**config.mk**
```make
export PLATFORM = sky130hd
export DESIGN_NAME = fasthash64_stream_hasher_top
export DESIGN_NICKNAME = d
export VERILOG_FILES = /design/src/fh64_pkg.sv /design/src/fh64_mul.sv /design/src/fasthash64_stream_hasher_top.sv
export SDC_FILE = /design/constraint.sdc
export NUM_CORES = 2
export LEC_CHECK = 0
export ABC_CLOCK_PERIOD_IN_PS = 10950
export BUFFER_PORTS_ARGS = -buffer_cell sky130_fd_sc_hd__buf_2
export CORE_UTILIZATION = 55
export CTS_CLUSTER_SIZE = 8
export DETAILED_ROUTE_END_ITERATION = 16
export PLACE_DENSITY = 0.8
export SYNTH_ARGS = -nofsm -noshare
export SYNTH_HDL_FRONTEND = slang
export SYNTH_HIERARCHICAL = 1
export SYNTH_SLANG_ARGS = --single-unit
```
**constraint.sdc**
```tcl
create_clock -name clk -period 10.95 [get_ports clk]
set_input_delay 0.5475 -clock clk [delete_from_list [all_inputs] [get_ports clk]]
set_output_delay 0.5475 -clock clk [all_outputs]
set_load 0.01 [all_outputs]
```
**src/fh64_pkg.sv**
```systemverilog
package fh64_pkg;

    localparam int WORD_W = 64;
    localparam int HALF_W = 32;
    localparam int NBYTES_W = 4;
    localparam int BYTES_PER_WORD = WORD_W / 8;

    localparam logic [WORD_W-1:0] HASH_M = 64'h880355f21e6d1965;
    localparam logic [WORD_W-1:0] MIX_K  = 64'h2127599bf4325c37;
    localparam int SHIFT_A = 23;
    localparam int SHIFT_B = 47;

    // Request into the shared multiplier.
    typedef struct packed {
        logic              start;
        logic [WORD_W-1:0] a;
        logic [WORD_W-1:0] b;
    } mul_req_t;

    // Response from the shared multiplier.
    typedef struct packed {
        logic              done;
        logic [WORD_W-1:0] result;
    } mul_rsp_t;

    // First xorshift of the mix.
    function automatic logic [WORD_W-1:0] xs_a(input logic [WORD_W-1:0] v);
        return v ^ (v >> SHIFT_A);
    endfunction

    // Second xorshift of the mix.
    function automatic logic [WORD_W-1:0] xs_b(input logic [WORD_W-1:0] v);
        return v ^ (v >> SHIFT_B);
    endfunction

    // Clear every byte at or above the valid byte count.
    function automatic logic [WORD_W-1:0] mask_word(input logic [WORD_W-1:0] w,
                                                    input logic [NBYTES_W-1:0] n);
        logic [WORD_W-1:0] m;
        m = w;
        for (int i = 0; i < BYTES_PER_WORD; i++) begin
            if (NBYTES_W'(i) >= n) begin
                m[i*8 +: 8] = 8'h00;
            end
        end
        return m;
    endfunction

endpackage

```
**src/fh64_mul.sv**
```systemverilog
module fh64_mul (
    input  logic               clk,
    input  logic               rst_n,
    input  fh64_pkg::mul_req_t req,
    output fh64_pkg::mul_rsp_t rsp
);
    import fh64_pkg::*;

    typedef enum logic [4:0] {
        MS_IDLE = 5'b00001,
        MS_LL   = 5'b00010,
        MS_LH   = 5'b00100,
        MS_HL   = 5'b01000,
        MS_SUM  = 5'b10000
    } mstep_t;

    mstep_t            step_reg;
    logic              done_reg;
    logic [WORD_W-1:0] a_reg;
    logic [WORD_W-1:0] b_reg;
    logic [WORD_W-1:0] prod_reg;
    logic [WORD_W-1:0] acc_reg;
    logic [HALF_W-1:0] op_a;
    logic [HALF_W-1:0] op_b;
    logic [WORD_W-1:0] prod_next;

    // Pick the operand halves for the current partial product.
    always_comb
    begin
        op_a = '0;
        op_b = '0;
        unique case (step_reg)
            MS_LL:
            begin
                op_a = a_reg[HALF_W-1:0];
                op_b = b_reg[HALF_W-1:0];
            end
            MS_LH:
            begin
                op_a = a_reg[HALF_W-1:0];
                op_b = b_reg[WORD_W-1:HALF_W];
            end
            MS_HL:
            begin
                op_a = a_reg[WORD_W-1:HALF_W];
                op_b = b_reg[HALF_W-1:0];
            end
            MS_IDLE, MS_SUM:
            begin
                op_a = '0;
                op_b = '0;
            end
            default:
            begin
                op_a = '0;
                op_b = '0;
            end
        endcase
    end

    // The one 32 by 32 multiplier, registered before the accumulate.
    assign prod_next = WORD_W'(op_a) * WORD_W'(op_b);

    // Step sequencer: three partial products, the high ones shifted into the top half.
    always_ff @(posedge clk or negedge rst_n)
    begin
        if (!rst_n)
        begin
            step_reg <= MS_IDLE;
            done_reg <= 1'b0;
        end
        else
        begin
            done_reg <= 1'b0;
            unique case (step_reg)
                MS_IDLE:
                begin
                    if (req.start)
                    begin
                        step_reg <= MS_LL;
                    end
                end
                MS_LL:   step_reg <= MS_LH;
                MS_LH:   step_reg <= MS_HL;
                MS_HL:   step_reg <= MS_SUM;
                MS_SUM:
                begin
                    step_reg <= MS_IDLE;
                    done_reg <= 1'b1;
                end
                default: step_reg <= MS_IDLE;
            endcase
        end
    end

    // Operand capture and accumulation.
    always_ff @(posedge clk)
    begin
        if (step_reg == MS_IDLE && req.start)
        begin
            a_reg <= req.a;
            b_reg <= req.b;
        end
        prod_reg <= prod_next;
        if (step_reg == MS_LH)
        begin
            acc_reg <= prod_reg;
        end
        else if (step_reg == MS_HL || step_reg == MS_SUM)
        begin
            acc_reg <= acc_reg + {prod_reg[HALF_W-1:0], {HALF_W{1'b0}}};
        end
    end

    assign rsp.done   = done_reg;
    assign rsp.result = acc_reg;

endmodule

```
**src/fasthash64_stream_hasher_top.sv**
```systemverilog
// Channel   Direction  Handshake            Payload
// in        input      in_valid / in_ready  data_word, valid_bytes, first_word,
//                                           last_word, message_length
// out       output     out_valid/out_ready  hash_value
// cfg       input      cfg_valid/cfg_ready  hash_seed
//
// Every 64-bit multiply runs on one shared 32 by 32 multiplier and holds the sequencer
// until it is done. A word with valid bytes takes two multiplies, a first word one more,
// a last word one more plus the S_EMIT step to load the output register. The input is
// not ready while a word is in progress.
// Reset is asynchronous and active low; it clears the seed and the running hash.
// A result waiting on out_ready does not block the next request; only a later
// result waits for the output register to free up.
module fasthash64_stream_hasher_top #(
    parameter int LENGTH_BITS = 32
) (
    input  logic        clk,
    input  logic        rst_n,
    input  logic        in_valid,
    output logic        in_ready,
    input  logic [63:0] data_word,
    input  logic [3:0]  valid_bytes,
    input  logic        first_word,
    input  logic        last_word,
    input  logic [31:0] message_length,
    output logic        out_valid,
    input  logic        out_ready,
    output logic [63:0] hash_value,
    input  logic        cfg_valid,
    output logic        cfg_ready,
    input  logic [63:0] hash_seed
);
    import fh64_pkg::*;

    localparam int LEN_W = (LENGTH_BITS < 32) ? LENGTH_BITS : 32;

    typedef enum logic [5:0] {
        S_IDLE = 6'b000001,
        S_INIT = 6'b000010,
        S_MIXW = 6'b000100,
        S_MULH = 6'b001000,
        S_FIN  = 6'b010000,
        S_EMIT = 6'b100000
    } state_t;

    state_t            state_reg;
    state_t            state_next;
    logic [WORD_W-1:0] seed_reg;
    logic [WORD_W-1:0] hash_reg;
    logic [WORD_W-1:0] hash_next;
    logic              start_reg;
    logic              start_next;
    logic              out_valid_reg;
    logic              out_valid_next;
    logic [WORD_W-1:0] out_hash_reg;
    logic [WORD_W-1:0] out_hash_next;
    logic [WORD_W-1:0] emit_reg;
    logic [WORD_W-1:0] emit_next;
    logic [WORD_W-1:0] word_reg;
    logic [LEN_W-1:0]  len_reg;
    logic              absorb_reg;
    logic              last_reg;
    logic              in_accept;
    logic              absorb_in;
    mul_req_t          mreq;
    mul_rsp_t          mrsp;

    assign in_ready  = (state_reg == S_IDLE);
    assign cfg_ready = 1'b1;
    assign in_accept = in_valid && in_ready;
    assign absorb_in = (valid_bytes != '0);

    // Shared multiplier.
    fh64_mul u_mul (
        .clk   (clk),
        .rst_n (rst_n),
        .req   (mreq),
        .rsp   (mrsp)
    );

    // Operand selection for the multiply of the current step.
    always_comb
    begin
        mreq.start = start_reg;
        mreq.a     = '0;
        mreq.b     = '0;
        unique case (state_reg)
            S_INIT:
            begin
                mreq.a = WORD_W'(len_reg);
                mreq.b = HASH_M;
            end
            S_MIXW:
            begin
                mreq.a = xs_a(word_reg);
                mreq.b = MIX_K;
            end
            S_MULH:
            begin
                mreq.a = hash_reg;
                mreq.b = HASH_M;
            end
            S_FIN:
            begin
                mreq.a = xs_a(hash_reg);
                mreq.b = MIX_K;
            end
            S_IDLE, S_EMIT:
            begin
                mreq.a = '0;
                mreq.b = '0;
            end
            default:
            begin
                mreq.a = '0;
                mreq.b = '0;
            end
        endcase
    end

    // Sequencer: load, absorb, scramble by M, final mix, hand over to the output.
    always_comb
    begin
        state_next     = state_reg;
        hash_next      = hash_reg;
        start_next     = 1'b0;
        emit_next      = emit_reg;
        out_hash_next  = out_hash_reg;
        out_valid_next = out_valid_reg;
        if (out_valid_reg && out_ready)
        begin
            out_valid_next = 1'b0;
        end
        unique case (state_reg)
            S_IDLE:
            begin
                if (in_valid)
                begin
                    if (first_word)
                    begin
                        state_next = S_INIT;
                        start_next = 1'b1;
                    end
                    else if (absorb_in)
                    begin
                        state_next = S_MIXW;
                        start_next = 1'b1;
                    end
                    else if (last_word)
                    begin
                        state_next = S_FIN;
                        start_next = 1'b1;
                    end
                end
            end
            S_INIT:
            begin
                if (mrsp.done)
                begin
                    hash_next = seed_reg ^ mrsp.result;
                    if (absorb_reg)
                    begin
                        state_next = S_MIXW;
                        start_next = 1'b1;
                    end
                    else if (last_reg)
                    begin
                        state_next = S_FIN;
                        start_next = 1'b1;
                    end
                    else
                    begin
                        state_next = S_IDLE;
                    end
                end
            end
            S_MIXW:
            begin
                if (mrsp.done)
                begin
                    hash_next  = hash_reg ^ xs_b(mrsp.result);
                    state_next = S_MULH;
                    start_next = 1'b1;
                end
            end
            S_MULH:
            begin
                if (mrsp.done)
                begin
                    hash_next = mrsp.result;
                    if (last_reg)
                    begin
                        state_next = S_FIN;
                        start_next = 1'b1;
                    end
                    else
                    begin
                        state_next = S_IDLE;
                    end
                end
            end
            S_FIN:
            begin
                if (mrsp.done)
                begin
                    emit_next  = xs_b(mrsp.result);
                    state_next = S_EMIT;
                end
            end
            S_EMIT:
            begin
                if (!out_valid_reg || out_ready)
                begin
                    out_hash_next  = emit_reg;
                    out_valid_next = 1'b1;
                    state_next     = S_IDLE;
                end
            end
            default: state_next = S_IDLE;
        endcase
    end

    // Control state, seed and running hash.
    always_ff @(posedge clk or negedge rst_n)
    begin
        if (!rst_n)
        begin
            state_reg     <= S_IDLE;
            start_reg     <= 1'b0;
            out_valid_reg <= 1'b0;
            seed_reg      <= '0;
            hash_reg      <= '0;
        end
        else
        begin
            state_reg     <= state_next;
            start_reg     <= start_next;
            out_valid_reg <= out_valid_next;
            hash_reg      <= hash_next;
            if (cfg_valid && cfg_ready)
            begin
                seed_reg <= hash_seed;
            end
        end
    end

    // Captured request fields and result payload.
    always_ff @(posedge clk)
    begin
        if (in_accept)
        begin
            word_reg   <= mask_word(data_word, valid_bytes);
            len_reg    <= message_length[LEN_W-1:0];
            absorb_reg <= absorb_in;
            last_reg   <= last_word;
        end
        emit_reg     <= emit_next;
        out_hash_reg <= out_hash_next;
    end

    assign out_valid  = out_valid_reg;
    assign hash_value = out_hash_reg;

endmodule

```
# --- Yosys cells after proc, flatten, opt, wreduce, memory -nomap -nowiden ---
# Cells that the tools add are included.
totals:
  output_inout_bits: 67
  wordCells: 110
  ff_bits: 624
  input_bits: 171
op_classes:
  n_lt_le_gt_ge: 8
  reduce_logical: 15
  bitwise_logic: 5
  add_sub_neg: 1
  multipliers: 1
  eq_ne: 19
  n_mux: 37
ops:
  columns: ["cell", "n"]
  rows:
  - ["128-bit case mux with 4 select lines", 1]
  - ["64-bit 2-to-1 mux", 5]
  - ["64-bit case mux with 3 select lines", 1]
  - ["32-bit case mux with 2 select lines", 2]
  - ["64-bit by 41-bit XOR with 64-bit output", 2]
  - ["64-bit XOR", 2]
  - ["64-bit adder", 1]
  - ["32-bit by 32-bit multiplier with 64-bit output", 1]
  - ["64-bit by 17-bit XOR with 64-bit output", 1]
  - ["6-bit 2-to-1 mux", 9]
  - ["6-bit case mux with 6 select lines", 1]
  - ["5-bit case mux with 4 select lines", 1]
  - ["3-bit by 4-bit >= comparator with 1-bit output (first input constant)", 4]
  - ["5-bit 2-to-1 mux", 3]
  - ["1-bit 2-to-1 mux", 13]
  - ["1-bit by 4-bit >= comparator with 1-bit output (first input constant)", 2]
  - ["2-bit by 4-bit >= comparator with 1-bit output (first input constant)", 2]
  - ["2-bit by 1-bit inequality test with 1-bit output (second input constant)", 4]
  - ["7-bit AND reduction", 1]
  - ["6-bit by 1-bit equality test with 1-bit output (second input constant)", 1]
  - ["6-bit by 2-bit equality test with 1-bit output (second input constant)", 1]
  - ["6-bit by 3-bit equality test with 1-bit output (second input constant)", 1]
  - ["6-bit by 4-bit equality test with 1-bit output (second input constant)", 1]
  - ["6-bit by 5-bit equality test with 1-bit output (second input constant)", 1]
  - ["other kinds (18)", 25]

# --- Longest topological paths before layout ---
depth:
  word_depth: 5
  mapped_depth: 33

# --- Cells and area by module ---
# Netlist, hierarchy kept.
modules_own_cells:
  columns: ["mod", "seq_area_each_um2", "area_each_um2", "cells_each", "instances"]
  rows:
  - ["fh64_mul", 7198.2, 42334.4, 4414, 1]
  - ["fasthash64_stream_hasher_top", 10191.0, 16474.6, 1360, 1]

# --- Worst setup path before layout ---
# Ideal clock, no wire load.
synth_timing:
  kind: "register -> register"
  from: "reg u_mul.step_reg[4]"
  to: "reg u_mul.a_reg[0] (enable)"
  setup_ns: 0.774
  t_arrival_ns: 9.550
  t_required_ns: 10.176
  setup_slack_ns: 0.625
  path_stages_with_launch: 3
  cell_sequence: "dfrtp_1 -> or3_1 -> nor3_1"
synth_between:
  elab_chain_cells: 2
synth_lines:
  columns: ["item", "line", "source"]
  rows:
  - ["start: declaration", "fh64_mul.sv:17", "mstep_t step_reg;"]
  - ["start signal: assignment", "fh64_mul.sv:69", "step_reg <= MS_IDLE;"]
  - ["start signal: assignment", "fh64_mul.sv:80", "step_reg <= MS_LL;"]
  - ["start signal: assignment", "fh64_mul.sv:83", "MS_LL: step_reg <= MS_LH;"]
  - ["5-bit by 1-bit equality test with 1-bit output", "fh64_mul.sv:99", "if (step_reg == MS_IDLE && req.start)"]
  - ["1-bit logical AND", "fh64_mul.sv:99", null]
  - ["end signal: assignment", "fh64_mul.sv:101", "a_reg <= req.a;"]
  - ["end: declaration", "fh64_mul.sv:19", "logic [WORD_W-1:0] a_reg;"]
# Every way passes these cells.
# A chain may end at the register's enable or synchronous reset.

# --- Final worst setup path ---
layout_timing:
  from: "reg u_mul.step_reg[4]"
  to: "reg u_mul.prod_reg[63]"
layout_between:
  elab_chain_cells: 4
layout_lines:
  columns: ["item", "line", "source"]
  rows:
  - ["5-bit by 2-bit equality test with 1-bit output, or another cell as far along", "fh64_mul.sv:32", "unique case (step_reg)"]
  - ["2-bit OR reduction (no line)", null, null]
  - ["32-bit case mux with 2 select lines", "fh64_mul.sv:32", null]
  - ["32-bit by 32-bit multiplier with 64-bit output *", "fh64_mul.sv:62", "assign prod_next = WORD_W'(op_a) * WORD_W'(op_b);"]
  - ["named net u_mul.prod_next[63]", "fh64_mul.sv:25", "logic [WORD_W-1:0] prod_next;"]
  - ["end signal: assignment", "fh64_mul.sv:104", "prod_reg <= prod_next;"]
  - ["end: declaration", "fh64_mul.sv:21", "logic [WORD_W-1:0] prod_reg;"]
# The timed path passes the listed nets; every way through them passes the cells marked *.

==> results.yml <==
status:
  status: "completed"
sta:
  setup_viol: 0
  rsz0062_at_grt: "false"
  report.final.slew_viol_count: 0
  finalWorstPathRequiredPeriod_ns: 10.42
  whs_ns: 0.0655
  fin_setup_tns_ns: 0
  relSlewSlack: 0.207
  worstMarginPinSlew_ns: 1.19
  hold_viol: 0
  min_period_over_period: 0.951
  clock.fmax_mhz: 96.0
  finClkSkew_ns: 0.0804
hold_path:
  hp-class: "input pin to register"
  hold_start: "message_length[7]"
  hold_end: "len_reg[7]$_DFFE_PP_"
  whs_path_depth: 1
yosys:
  yosysUniqueCellTypes: 80
  synthFlopType: "edfxtp_1"
  synthesis.area_sq_um: 58800
  syn_avg_cell_area_sq_um: 10.2
  syn_inst: 5774
  ys_async_sr_fraction: 0.228
  seq_area_frac_synth: 0.296
  ys_ff_latch: 624
  ys_warn_count: 6
  synth_edf_count: 418
final_layout:
  drive_gt1_frac: 0.0996
  final_common_cell: "fa_1"
  layout_common_cells: "fa_1 (897), inv_1 (870), nor2_1 (674), nand2_1 (662), edfxtp_1 (418)"
  layout.nets: 7293
  n_antenna_cell: 0
  register_area_sq_um: 17400
  area_delta_synth_final_pct: 9.21
  nFillCells: 8483
  multi_input_area_sq_um: 36900
die:
  coreArea_sq_um: 106000
  fp.dieH_um: 329
  row_count: 119
  ios: 238
  dieArea_sq_um: 108000
  initial_utilization: 0.556
  die_w_um: 329
global_route:
  grt_pass1_wl_um: 286000
  grt_overflow_total: 0
  antenna_found_initial: 4
  grt_start_max_net_pins: 86
  grt_usage: 0.359
  grt_pass1_vias: 47021
setup_path:
  endpoint_kind: "register"
  critical_path_required_ns: 11.49
  rr_startpoint: "u_mul/step_reg[4]$_DFFE_PN0P_"
  worstPathArrival_ns: 10.95
  cp_max_fo: 40
  r2r_end: "u_mul/prod_reg[63]$_DFF_P_"
  r2r_setup_slack_ns: 0.53
  critical_path.startpoint_type: "register"
  reg2reg_depth: 26
  criticalPathCategory: "register to register"
drt:
  vias_per_cell: 6.18
  final_antenna_net_count: 0
  post-route-drc-count: 0
  wl_um: 191000
  firstDrtPassIters: 8
  detail_route.iter0.violations: 6099
  wl_per_cell_um: 25.8
  dr_total_vias: 45657
clock_tree:
  cts_setup_buffers: 0
  cts_root_buf: "clkbuf_16"
  clk_path_buf_depth: 3
  cts_buffers: 88
  cts_tree: "done"
  ctsResizeCount: 0
  cts_num_sinks: 624
  cts_max_level: 3
  cts.clk_slew.worst_paths_ns: 0.05
  hold_buffers: 1
  clk_latency_ns: 0.69
placed_design:
  routabilityCongestion: 1.03
  io_buffers: 236
  hpwlAfterDp_um: 147000
flow_run:
  maxCapViolCount: 0
power_and_ir_drop:
  power.density_nw_per_um2: 112
  intPower_mw: 4.80
  ir_drop_v: 0.000174
  p_leak_nw: 28.8
  pwr-share-comb: 0.183
  sw_frac_of_total: 0.330
  seq_power_share: 0.458
  p_sw_mw: 2.37
  p_clk_frac: 0.359
-- kinds of logic (layout without fill, tap and decap cells) --
family          Yosys count  in the layout  synth area share
xor+xnor                150            150            0.0223
mux                      66             66            0.0126
flops                   624            624             0.296
simple gates           1664           1664             0.120
buf+inv                1205           1407            0.0804
fa+ha+maj              1191           1191             0.368
compound gates          872            872             0.101
other cells               2             20          0.000128
-- synthesized netlist by cell type (57+ instances only) --
library cell	count	share of area
fa_1	897	0.31
inv_1	870	0.056
nor2_1	676	0.043
nand2_1	664	0.042
edfxtp_1	418	0.21
ha_1	294	0.063
clkbuf_1	185	0.012
o21ai_0	176	0.015
a21oi_1	167	0.014
dfrtp_1	140	0.060
buf_2	127	0.011
a22oi_1	101	0.013
a22o_1	89	0.013
xor2_1	87	0.013
and2_1	77	0.0082
mux2_2	65	0.012
dfxtp_1	64	0.022
xnor2_1	63	0.0094
nor2b_1	59	0.0063
a21o_1	58	0.0074
nand3_1	57	0.0049
-- metal layers --
| metal | GRT usage | vias to the layer above | wire (um) |
|---|---|---|---|
| li1 | - | 18943 | - |
| met1 | 0.470 | 22866 | 69400 |
| met2 | 0.538 | 3095 | 83400 |
| met3 | 0.0940 | 745 | 23500 |
| met4 | 0.217 | 8 | 14300 |
| met5 | 0 | - | 61 |
-- worst max path at each step --
stage,startpoint,to,cells past startpoint
2_1_floorplan,u_mul/step_reg[4]$_DFFE_PN0P_,u_mul/a_reg[0]$_DFFE_PP_,2
3_3_place_gp,u_mul/step_reg[4]$_DFFE_PN0P_,u_mul/prod_reg[57]$_DFF_P_,27
3_5_place_dp,u_mul/step_reg[4]$_DFFE_PN0P_,u_mul/prod_reg[63]$_DFF_P_,26
4_1_cts,u_mul/step_reg[4]$_DFFE_PN0P_,u_mul/prod_reg[63]$_DFF_P_,26
5_1_grt,u_mul/step_reg[4]$_DFFE_PN0P_,u_mul/prod_reg[63]$_DFF_P_,26
6_report,u_mul/step_reg[4]$_DFFE_PN0P_,u_mul/prod_reg[63]$_DFF_P_,26
-- final cells by class --
cell class,count,share of cell area
multi-input combinational,3963,0.575
timing repair buffer,383,0.0359
sequential,624,0.271
clock buffer,145,0.0376
tap,1391,0.0271
inverter,871,0.0509
clock inverter,8,0.00316
-- critical path, stage by stage, from the launching register on --
cell	delay, ns
dfrtp_1	0.42
or3_1	0.45
or3b_2	0.83
nand2_2	0.46
buf_4	0.32
a22o_1	0.88
nand2_1	0.19
fa_1	0.57
inv_1	0.05
fa_1	0.51
inv_1	0.06
fa_1	0.53
inv_1	0.05
fa_1	0.45
fa_1	0.53
fa_1	0.46
fa_1	0.61
fa_1	0.45
ha_1	0.39
a21oi_1	0.29
o21ai_0	0.19
a211oi_1	0.19
a21boi_1	0.40
o211a_1	0.32
o211ai_1	0.18
a221oi_1	0.35
xnor2_1	0.17
-- through the flow --
step / cells / total power [mW] / cell area (sq um) / worst slack [ns] / util
6_report: 7385 / 7.17 / 64200 / 0.533 / 0.608
5_1_grt: 7385 / 7.34 / 64200 / 0.259 / 0.608
4_1_cts: 7385 / 7.11 / 64200 / 0.719 / 0.608
3_5_place_dp: 7231 / 4.55 / 61600 / 0.816 / 0.583
3_3_place_gp: 7231 / 4.50 / 61600 / 0.928 / 0.583
2_1_floorplan: 5792 / 3.95 / 58900 / 0.625 / -
-- power groups by stage --
stage               Sequential, mW  Combinational, mW  Clock [mW]
finish                        3.28               1.31        2.58
global placement              3.28               1.23           0
detailed placement            3.30               1.26           0
floorplan                     3.16              0.789           0
global route                  3.29               1.37        2.68
CTS                           3.26               1.27        2.58
Note: power is estimated with default switching activity, not from simulation.
